**config.mk**
```make
export PLATFORM = sky130hd
export DESIGN_NAME = lfu_ctrl
export DESIGN_NICKNAME = d
export VERILOG_FILES = /design/src/lfu_pkg.sv /design/src/lfu_ctrl.sv
export VERILOG_INCLUDE_DIRS = /design/src /design/src/src
export SDC_FILE = /design/constraint.sdc
export NUM_CORES = 1
export LEC_CHECK = 0
export BUFFER_PORTS_ARGS = -buffer_cell sky130_fd_sc_hd__buf_2
export CAP_MARGIN = 10
export CORE_AREA = 2 2 39 41
export DETAILED_ROUTE_END_ITERATION = 6
export DIE_AREA = 0 0 41 43
export MAX_ROUTING_LAYER = met4
export PLACE_DENSITY_LB_ADDON = 0.05
export SYNTH_ARGS = -nofsm -noshare
export SYNTH_HDL_FRONTEND = slang
export SYNTH_SLANG_ARGS = --single-unit
```
**constraint.sdc**
```tcl
create_clock -name i_clk -period 1.3 [get_ports i_clk]
set_clock_uncertainty 0.05 [all_clocks]
set_input_delay 0 -clock i_clk [delete_from_list [all_inputs] [get_ports i_clk]]
set_output_delay 0 -clock i_clk [all_outputs]
set_load 0.02 [all_outputs]
```
**src/assert_macros.svh**
```systemverilog
// Assertion macros shared by the RTL files.
// Simulation builds get concurrent assertions; SYNTH builds get nothing.
`ifndef ASSERT_MACROS_SVH
`define ASSERT_MACROS_SVH
`ifndef SYNTH
`define ASSERT_IMPLIES(lbl, clk, rst_n, a, c) \
    lbl: assert property (@(posedge clk) disable iff (!rst_n) (a) |-> (c)) else $error("lbl");
`define ASSERT_NEXT(lbl, clk, rst_n, a, c) \
    lbl: assert property (@(posedge clk) disable iff (!rst_n) (a) |=> (c)) else $error("lbl");
`else
`define ASSERT_IMPLIES(lbl, clk, rst_n, a, c)
`define ASSERT_NEXT(lbl, clk, rst_n, a, c)
`endif
`endif

```
**src/lfu_pkg.sv**
```systemverilog
// Shared types and constants for the LFU byte-budget cache policy.
// No dependencies.
`default_nettype none
package lfu_pkg;
    localparam int DEPTH = 16;
    localparam int IDX_W = $clog2(DEPTH);
    localparam int OCC_W = $clog2(DEPTH + 1);
    localparam int COUNT_W = 16;
    localparam int ADDR_W = 63;
    localparam int LEN_W = 21;
    localparam int READS_W = 16;
    localparam int BYTES_W = 32;
    localparam logic [COUNT_W-1:0] COUNT_MAX = '1;
    localparam logic [BYTES_W-1:0] BUDGET_RESET = 32'd16777216;

    localparam logic [1:0] KIND_HIT = 2'd0;
    localparam logic [1:0] KIND_MISS = 2'd1;
    localparam logic [1:0] KIND_EVICT = 2'd2;

    typedef struct packed {
        logic [ADDR_W-1:0] block_addr;
        logic [LEN_W-1:0] block_len;
    } t_req;

    typedef struct packed {
        logic [1:0] kind;
        logic [ADDR_W-1:0] entry_addr;
        logic [LEN_W-1:0] entry_len;
        logic [READS_W-1:0] entry_reads;
        logic last;
    } t_rsp;

    // controller -> datapath
    typedef struct packed {
        logic load;     // capture request, start scan
        logic scan;     // compare slot r_idx, advance
        logic evict;    // drop tail entry, build eviction result
        logic place;    // place entry (hit or miss), build access result
    } t_cmd;

    // datapath -> controller
    typedef struct packed {
        logic scan_done;
        logic hit;
        logic need_evict;
    } t_sts;
endpackage
`default_nettype wire

```
**src/lfu_ctrl.sv**
```systemverilog
// Controller: sequences scan, evictions and placement, drives the handshakes.
// Depends on lfu_pkg.
`default_nettype none
module lfu_ctrl (
    input  wire logic          i_clk,
    input  wire logic          i_rst_n,
    input  wire logic          i_in_valid,
    output logic               o_in_ready,
    output logic               o_out_valid,
    input  wire logic          i_out_ready,
    input  wire lfu_pkg::t_sts i_sts,
    output lfu_pkg::t_cmd      o_cmd
);
    localparam logic [2:0] S_IDLE  = 3'd0;
    localparam logic [2:0] S_SCAN  = 3'd1;
    localparam logic [2:0] S_DEC   = 3'd2;
    localparam logic [2:0] S_SEND  = 3'd3;
    localparam logic [2:0] S_SENDL = 3'd4;

    logic [2:0] r_state, n_state;

    assign o_in_ready  = (r_state == S_IDLE);
    assign o_out_valid = (r_state == S_SEND) || (r_state == S_SENDL);

    always_comb begin
        n_state = r_state;
        o_cmd = '0;
        case (r_state)
            S_IDLE: begin
                if (i_in_valid) begin
                    o_cmd.load = 1'b1;
                    n_state = S_SCAN;
                end
            end
            S_SCAN: begin
                if (i_sts.scan_done) begin
                    n_state = S_DEC;
                end else begin
                    o_cmd.scan = 1'b1;
                end
            end
            S_DEC: begin
                if (!i_sts.hit && i_sts.need_evict) begin
                    o_cmd.evict = 1'b1;
                    n_state = S_SEND;
                end else begin
                    o_cmd.place = 1'b1;
                    n_state = S_SENDL;
                end
            end
            S_SEND:  if (i_out_ready) n_state = S_DEC;
            S_SENDL: if (i_out_ready) n_state = S_IDLE;
            default: n_state = S_IDLE;
        endcase
    end

    always_ff @(posedge i_clk) begin
        if (!i_rst_n) r_state <= S_IDLE;
        else r_state <= n_state;
    end

    `include "assert_macros.svh"
    `ASSERT_IMPLIES(a_one_cmd, i_clk, i_rst_n, 1'b1, $onehot0(o_cmd))
    `ASSERT_NEXT(a_load_scan, i_clk, i_rst_n, o_cmd.load, r_state == S_SCAN)
    `ASSERT_NEXT(a_place_last, i_clk, i_rst_n, o_cmd.place, o_out_valid)
endmodule
`default_nettype wire

```
==> metrics.yaml, run 1 <==
status: "finished clean"
clk_latency_ps: 230
final_nets: 48
final_cell_mix: "buf_2, nand2b_1, clkbuf_4"
dpl.hpwl_um: 439.4
finalNonFillerCells: 56
synth_xor_area_share_pct: 0
synth_nets: 32
rsz0062_at_grt: "false"
synth_top_family_by_area: "simple AND/OR/NAND/NOR gates"
grt_max_degree: 10
clk_path_buf_depth: 2
place.gp.congestion: 0.7126
drt_iter0_drc: 1
final_max_slew_viol_count: 0
syn_inst: 25
htree_levels: 1
power_mw: 0.3526
yosysWarnings: 0
clockPowerShare_pct: 45.9
io_buffer_count: 12
clock-root-buffer: "clkbuf_4"
layout-drive-gt1-share_pct: 47.50
routed_wl_um: 561
drc: 0
power_density_nw_per_um2: 1109
antenna_found_initial: 0
finalCritPeriodShare_pct: 93.24
grt_pass1_wl_um: 924
ff2ff_path_depth: 2
layout_commonest_cell: "buf_2"
cp_data_arrival_time_ps: 1160
hold_violations: 0
vias: 223
p_switching_mw: 0.1000
min_path_type: "primary input to register"
worstSetupPathType: "register to output port"
irDropWorstVdd_uv: 294.1
first_global_vias: 224
period_minus_slack_ps: 1212
p_seq_share_pct: 32.0
wire_per_inst_um: 10.02
path_max_fanout: 9
p_int_mw: 0.2526
seq_area_um2: 62.56
largestRegisters: "r_state x3"
dieArea_um2: 1763
setup_violations: 0
tightest_slew_ps: 277.3
dieHeight_um: 43
synthAdderAreaFrac_pct: 0
multi_input_area_um2: 135.1
power_frac_comb_pct: 22.1
cts_tree: "built"
worstSetupEndpointType: "output port"
core_um2: 1384
worstHoldPathCells: 3
leakagePower_nw: 0.1485
num-fill-cells: 157
yosys.area_share.simple_pct: 34.30
synth_area_um2: 215.2
max_cap_viol_count: 0
synth_seq_cells: 3
grt_use_total_pct: 7.803
clkTransAtPathRegs_ps: 40
p_sw_share_pct: 28.36
cp.required_ps: 1250
ys_seq_area_share_pct: 27.91
max-slew-margin-rel_pct: 81.47
start_util_pct: 15.55
post_synth.cell_area_avg_um2: 8.608
die-width_um: 41
post_cts_buffers: 0
synthToLayoutAreaGrowth_pct: 47.67
synthDistinctLibCells: 19
clock.fmax_mhz: 825.0
utilization_pct: 22.97
placed_cells: 51
start_kind: "register"
rows: 14
firstDrtPassIters: 2
grt-ovfl-total: 0
largest_reg_flops: 3
antennaDiodeCount: 0
regMostFlops: "r_state"
synthMuxAreaShare_pct: 11.63
drtAntennaViolNets: 0
pin_count: 13
synth-compound-area-share_pct: 16.86
clkSinkCount: 3
cts_buffers: 3
tns_ps: 0
via_per_inst: 3.982
## cells by family (layout without fill, tap and decap cells)
kind of cell           after synthesis  count (layout)
DFF                                  3               3
and+or+nand+nor                     12              12
AOI/OAI and AO/OA                    5               5
buffers and inverters                3              18
muxes                                2               2
## path summary, 6_finish.rpt
check                           slack, ps    endpoint   startpoint
worst max register to register        200  r_state[0]   r_state[1]
worst max-delay path                   90    o_cmd[0]   r_state[1]
worst min-delay path                   50  r_state[0]  i_out_ready
worst min register to register        480  r_state[0]   r_state[0]
## synthesized netlist by cell type
master    number  area, um2
inv_1          1      3.750
nand2b_1       3      18.77
nor2b_1        1      6.260
nor3_1         1      5.000
mux2_4         1      15.01
nor4b_1        1      8.760
and3_1         2      12.51
o22ai_1        1      6.260
buf_2          1      5.000
a21oi_1        2      10.01
a221oi_2       1      15.01
o21ai_0        1      5.000
mux2i_1        1      10.01
nand2_1        1      3.750
nor4_1         1      6.260
nor2_1         1      3.750
buf_6          1      11.26
dfxtp_1        3      60.06
and3b_1        1      8.760
## metal layers
layer / GRT usage, % / vias up / share of wire, %
met3: 1.571 / 0 / 6.6
li1: - / 121 / -
met1: 9.904 / 94 / 51
met5: - / - / 0
met2: 10.31 / 8 / 42
met4: 6.000 / 0 / 0
## worst max-delay path, stage by stage, from the launching register on
cell and delay [ps]:
dfxtp_2 400, inv_1 90, nor4_1 240, buf_2 210
## cell type report
| type | instances | area share [%] |
|---|---|---|
| Clock buffer | 4 | 8.268 |
| Inverter | 1 | 1.181 |
| Multi-Input combinational cell | 19 | 42.52 |
| Sequential cell | 3 | 19.69 |
| Tap cell | 16 | 6.299 |
| Timing Repair Buffer | 13 | 22.05 |
## power groups by stage
stage                     registers (mW)  logic, mW  clock network (mW)
after floorplan                    0.102     0.0641                   0
after global placement             0.114     0.0779                   0
after detailed placement           0.113     0.0764                   0
after CTS                          0.112     0.0792               0.172
after global routing               0.115     0.0862               0.179
final                              0.113     0.0781               0.162
## through the flow
step	setup WS, ps	hold slack, ps	instance area (um2)
floorplan	61.79	32.64	215.2
global placement	132.6	205.0	279.0
detailed placement	115.4	231.5	279.0
CTS	29.63	46.06	316.6
global route	9.496	55.76	317.8
finish	87.90	48.63	317.8
## timing repair
item	4_1_cts	5_1_grt
cloned	0	0
hold buffers	1	0
endpoints found under the setup margin	1	1
gates resized for setup	1	1
hold endpoints to repair	1	0
No activity file was read; power rests on OpenSTA's default activity.
==> run 2, diff against run 1 <==
BUFFER_PORTS_ARGS = unset   (was -buffer_cell sky130_fd_sc_hd__buf_2)
DONT_BUFFER_PORTS = 1   (was unset)
==> metrics.yaml, run 2 (synthesis results as in run 1) <==
drc: 0  # unchanged
routed_wl_um: 561  # unchanged
layout_commonest_cell: "dlygate4sd3_1"
setup_violations: 0  # unchanged
rows: 14  # unchanged
first_global_vias: 211  # -5.8%
cts_tree: "built"
worstSetupEndpointType: "output port"
path_cells: "inv_1, nor4_1, buf_4"
pin_count: 13  # unchanged
htree_levels: 1  # unchanged
rsz0062_at_grt: "false"
reg2reg_from: "r_state[1]"
dieArea_um2: 1763  # unchanged
clkTransAtPathRegs_ps: 40  # about the same
vias: 225  # +0.90%
clk_path_buf_depth: 2  # unchanged
cp.required_ps: 1250  # about the same
timing.critical_path.slowest_cell_delay_ps: 400  # about the same
hold_violations: 0  # unchanged
final_nets: 44  # -8.3%
drt_iter0_drc: 4  # +3
irDropWorstVdd_uv: 529.6  # +80%
power_mw: 0.3633  # +3.0%
hold_start: "i_sts[0]"
path_max_fanout: 9  # unchanged
largestRegisters: "r_state x3"
status: "finished clean"
tightest_slew_ps: 283.2  # +5.853 ps
dieHeight_um: 43  # unchanged
wire_per_inst_um: 10.79  # +7.7%
die-width_um: 41  # unchanged
cts_buffers: 3  # unchanged
fin_ws_ps: 67.05  # -20.85 ps
reg2reg_slack_ps: 200  # about the same
grt_max_degree: 10  # unchanged
io_buffer_count: 0  # -12
core_um2: 1384  # unchanged
cp_data_arrival_time_ps: 1180  # +20 ps
clock-root-buffer: "clkbuf_4"
worstSetupPathType: "register to output port"
finalCritPeriodShare_pct: 94.84  # +1.6 points
place_ws_ps: 120.6  # +5.206 ps
final_max_slew_viol_count: 0  # unchanged
clkSinkCount: 3  # unchanged
antenna_found_initial: 0  # unchanged
max_cap_viol_count: 0  # unchanged
antennaDiodeCount: 0  # unchanged
clk_latency_ps: 240  # about the same
tns_ps: 0  # unchanged
max-slew-margin-rel_pct: 81.08  # -0.39 points
cp_slowest_cell: "dfxtp_2"
drtAntennaViolNets: 0  # unchanged
dpl.hpwl_um: 400.2  # -8.9%
hold_slack_ps: 82.87  # +34.25 ps
period_minus_slack_ps: 1233  # +20.85 ps
post_cts_buffers: 0  # unchanged
place.gp.congestion: 0.8115  # +14%
largest_reg_flops: 3  # unchanged
cp-startpoint: "r_state[1]"
via_per_inst: 4.327  # +8.7%
clock.fmax_mhz: 811.1  # -1.7%
worstHoldPathCells: 3  # unchanged
min_path_type: "primary input to register"
synthToLayoutAreaGrowth_pct: 52.33
r2r-end: "r_state[0]"
grt-ovfl-total: 0  # unchanged
final_cell_mix: "dlygate4sd3_1, buf_4, nand2b_1, clkbuf_4"
firstDrtPassIters: 3  # +1
grt_pass1_wl_um: 876  # -5.2%
ff2ff_path_depth: 2  # unchanged
grt_use_total_pct: 7.590  # -0.21 points
regMostFlops: "r_state"
leakagePower_nw: 0.1327  # -11%
layout-drive-gt1-share_pct: 30.56  # -17 points
power_density_nw_per_um2: 1108  # about the same
start_util_pct: 15.55  # unchanged
whs_endpoint: "r_state[0]"
start_kind: "register"
num-fill-cells: 161  # +2.5%
[run 2: through the flow]
stage / util, % / area (um2) / cells
after global routing: 23.69 / 327.8 / 52
after floorplan: - / 215.2 / 25
after detailed placement: 17.99 / 249.0 / 43
after CTS: 23.60 / 326.6 / 52
after global placement: 17.99 / 249.0 / 43
final: 23.69 / 327.8 / 52
[run 2: layout make-up]
type                            instances  area [um2]  area share, %
Sequential cell                         3       62.56          19.08
Multi-Input combinational cell         19       135.1          41.22
Tap cell                               16       20.02          6.107
Inverter                                1       3.754          1.145
Timing Repair Buffer                    9       80.08          24.43
Clock buffer                            4       26.28          8.015
[run 2: power breakdown]
| part | leakage, nW | switching, mW | total [mW] | internal [mW] |
|---|---|---|---|---|
| sequential | 0.0253 | 0.0134 | 0.113 | 0.0996 |
| clock | 0.0150 | 0.0539 | 0.169 | 0.115 |
| combinational | 0.0924 | 0.0387 | 0.0810 | 0.0423 |
[run 2: critical path: cells and delay by family, from the launching register on]
family | cells | cell delay (ps)
AND/OR/NAND/NOR | 1 | 260
flip-flops | 1 | 400
buffers and inverters | 2 | 290
[run 2: per-layer routing]
metal	vias to the layer above	share of wire [%]	track usage, %
li1	114	-	-
met1	101	46	9.873
met2	10	41	9.375
met3	0	13	6.806
met4	0	0	0
met5	-	0	-
[run 2: timing repair]
item | in CTS | in global routing
gates cloned | 0 | 0
hold buffers | 5 | 0
resized for setup | 1 | 1
setup endpoints to repair | 1 | 1
endpoints found under the hold margin | 3 | 0
[run 2: how the worst max path moves through the flow]
stage / cells after the start / slack, ps / endpoint
final: 3 / 70 / o_cmd[0]
after global routing: 3 / 20 / o_cmd[0]
after CTS: 2 / 50 / o_cmd[2]
after detailed placement: 2 / 120 / r_state[0]
after global placement: 2 / 140 / r_state[0]
after floorplan: 2 / 60 / o_cmd[2]
==> run 3, diff against run 2 <==
PLACE_DENSITY_LB_ADDON = 0.08   (was 0.05)
SKIP_LAST_GASP = 1   (was unset)
==> metrics.yaml, run 3 (synthesis results as in run 1) <==
status: "finished clean"
period_minus_slack_ps: 1199  # -33.68 ps
htree_levels: 1  # unchanged
antenna_found_initial: 0  # unchanged
layout_commonest_cell: "dlygate4sd3_1"
path_cells: "inv_1, nor4_1, buf_4"
final_area_um2: 327.8  # unchanged
hold_start: "i_sts[0]"
max_cap_viol_count: 0  # unchanged
place.gp.congestion: 0.7152  # -12%
final_max_slew_viol_count: 0  # unchanged
largestRegisters: "r_state x3"
final_cell_mix: "dlygate4sd3_1, buf_4, nand2b_1, clkbuf_4"
start_kind: "register"
r2r-end: "r_state[0]"
clkTransAtPathRegs_ps: 40  # about the same
cp.required_ps: 1250  # about the same
whs_endpoint: "r_state[0]"
ff2ff_path_depth: 2  # unchanged
first_global_vias: 201  # -4.7%
tightest_slew_ps: 257.0  # -26.15 ps
regMostFlops: "r_state"
drc: 0  # unchanged
clock-root-buffer: "clkbuf_4"
worstSetupPathType: "register to output port"
cp_slowest_cell: "dfxtp_2"
power_mw: 0.3664  # +0.85%
clkSinkCount: 3  # unchanged
utilization_pct: 23.69  # unchanged
dieArea_um2: 1763  # unchanged
rsz0062_at_grt: "false"
grt_pass1_wl_um: 807  # -7.9%
rows: 14  # unchanged
die-width_um: 41  # unchanged
grt_max_degree: 10  # unchanged
routed_wl_um: 590  # +5.2%
grt-ovfl-total: 0  # unchanged
worstHoldPathCells: 3  # unchanged
path_max_fanout: 9  # unchanged
final_nets: 44  # unchanged
dpl.hpwl_um: 424  # +5.9%
min_path_type: "primary input to register"
grt_use_total_pct: 8.016  # +0.43 points
clock.fmax_mhz: 833.8  # +2.8%
finalNonFillerCells: 52  # unchanged
start_util_pct: 15.55  # unchanged
io_buffer_count: 0  # unchanged
cts_tree: "built"
reg2reg_slack_ps: 190  # about the same
drtAntennaViolNets: 0  # unchanged
reg2reg_from: "r_state[1]"
cp_data_arrival_time_ps: 1150  # -30 ps
synthToLayoutAreaGrowth_pct: 52.33  # unchanged
via_per_inst: 4.192  # -3.1%
setup_violations: 0  # unchanged
dieHeight_um: 43  # unchanged
leakagePower_nw: 0.1327  # unchanged
drt_iter0_drc: 3  # -1
layout-drive-gt1-share_pct: 30.56  # unchanged
vias: 218  # -3.1%
firstDrtPassIters: 3  # unchanged
hold_violations: 0  # unchanged
worstSetupEndpointType: "output port"
clk_latency_ps: 240  # about the same
hold_slack_ps: 65.57  # -17.30 ps
largest_reg_flops: 3  # unchanged
post_cts_buffers: 0  # unchanged
cts_buffers: 3  # unchanged
placed_area_um2: 249.0  # unchanged
pin_count: 13  # unchanged
place_ws_ps: 116.4  # -4.208 ps
fin_ws_ps: 100.7  # +33.68 ps
max-slew-margin-rel_pct: 82.62  # +1.5 points
power_density_nw_per_um2: 1118  # +0.85%
finalCritPeriodShare_pct: 92.25  # -2.6 points
irDropWorstVdd_uv: 194.3  # -63%
antennaDiodeCount: 0  # unchanged
clk_path_buf_depth: 2  # unchanged
tns_ps: 0  # unchanged
placed_cells: 43  # unchanged
core_um2: 1384  # unchanged
timing.critical_path.slowest_cell_delay_ps: 400  # about the same
wire_per_inst_um: 11.35  # +5.2%
[run 3: worst max-delay path, delay by kind of cell, from the launching register on]
kind | cells | cell delay [ps]
buffers and inverters | 2 | 280
flip-flops | 1 | 400
AND/OR/NAND/NOR | 1 | 230
[run 3: worst max-delay path by stage]
stage | from | endpoint | slack (ps) | cells after the start
after floorplan | r_state[0] | o_cmd[2] | 60 | 2
after global placement | r_state[1] | r_state[0] | 140 | 2
after detailed placement | r_state[1] | r_state[0] | 120 | 2
after CTS | r_state[0] | o_cmd[2] | 40 | 2
after global routing | r_state[1] | o_cmd[0] | 30 | 3
final | r_state[1] | o_cmd[0] | 100 | 3
[run 3: report_power, final]
part	switching (mW)	internal [mW]	leakage, nW	total, mW
Sequential	0.0136	0.0995	0.0253	0.113
Combinational	0.0392	0.0423	0.0924	0.0815
Clock	0.0561	0.116	0.0150	0.172
Total	0.109	0.257	0.133	0.366
[run 3: layout make-up]
class	instances	area [um2]
clock buffer	4	26.28
fill	163	1056
inverter	1	3.754
multi-input combinational	19	135.1
sequential	3	62.56
tap	16	20.02
timing repair buffer	9	80.08
[run 3: metal layers]
metal | GRT usage (%) | vias up | wire length, um | share of wire [%]
met5 | - | - | 0 | 0
met4 | 12.00 | 0 | 0 | 0
met3 | 0 | 0 | 20 | 3.4
met2 | 10.00 | 5 | 311 | 53
met1 | 8.974 | 100 | 258 | 44
li1 | - | 113 | - | -
[run 3: what timing repair did]
item                       CTS  global route
pin swaps                    0             0
setup endpoints to repair    1             1
hold endpoints to repair     3             0
resized for setup            1             1
hold buffers                 5             0
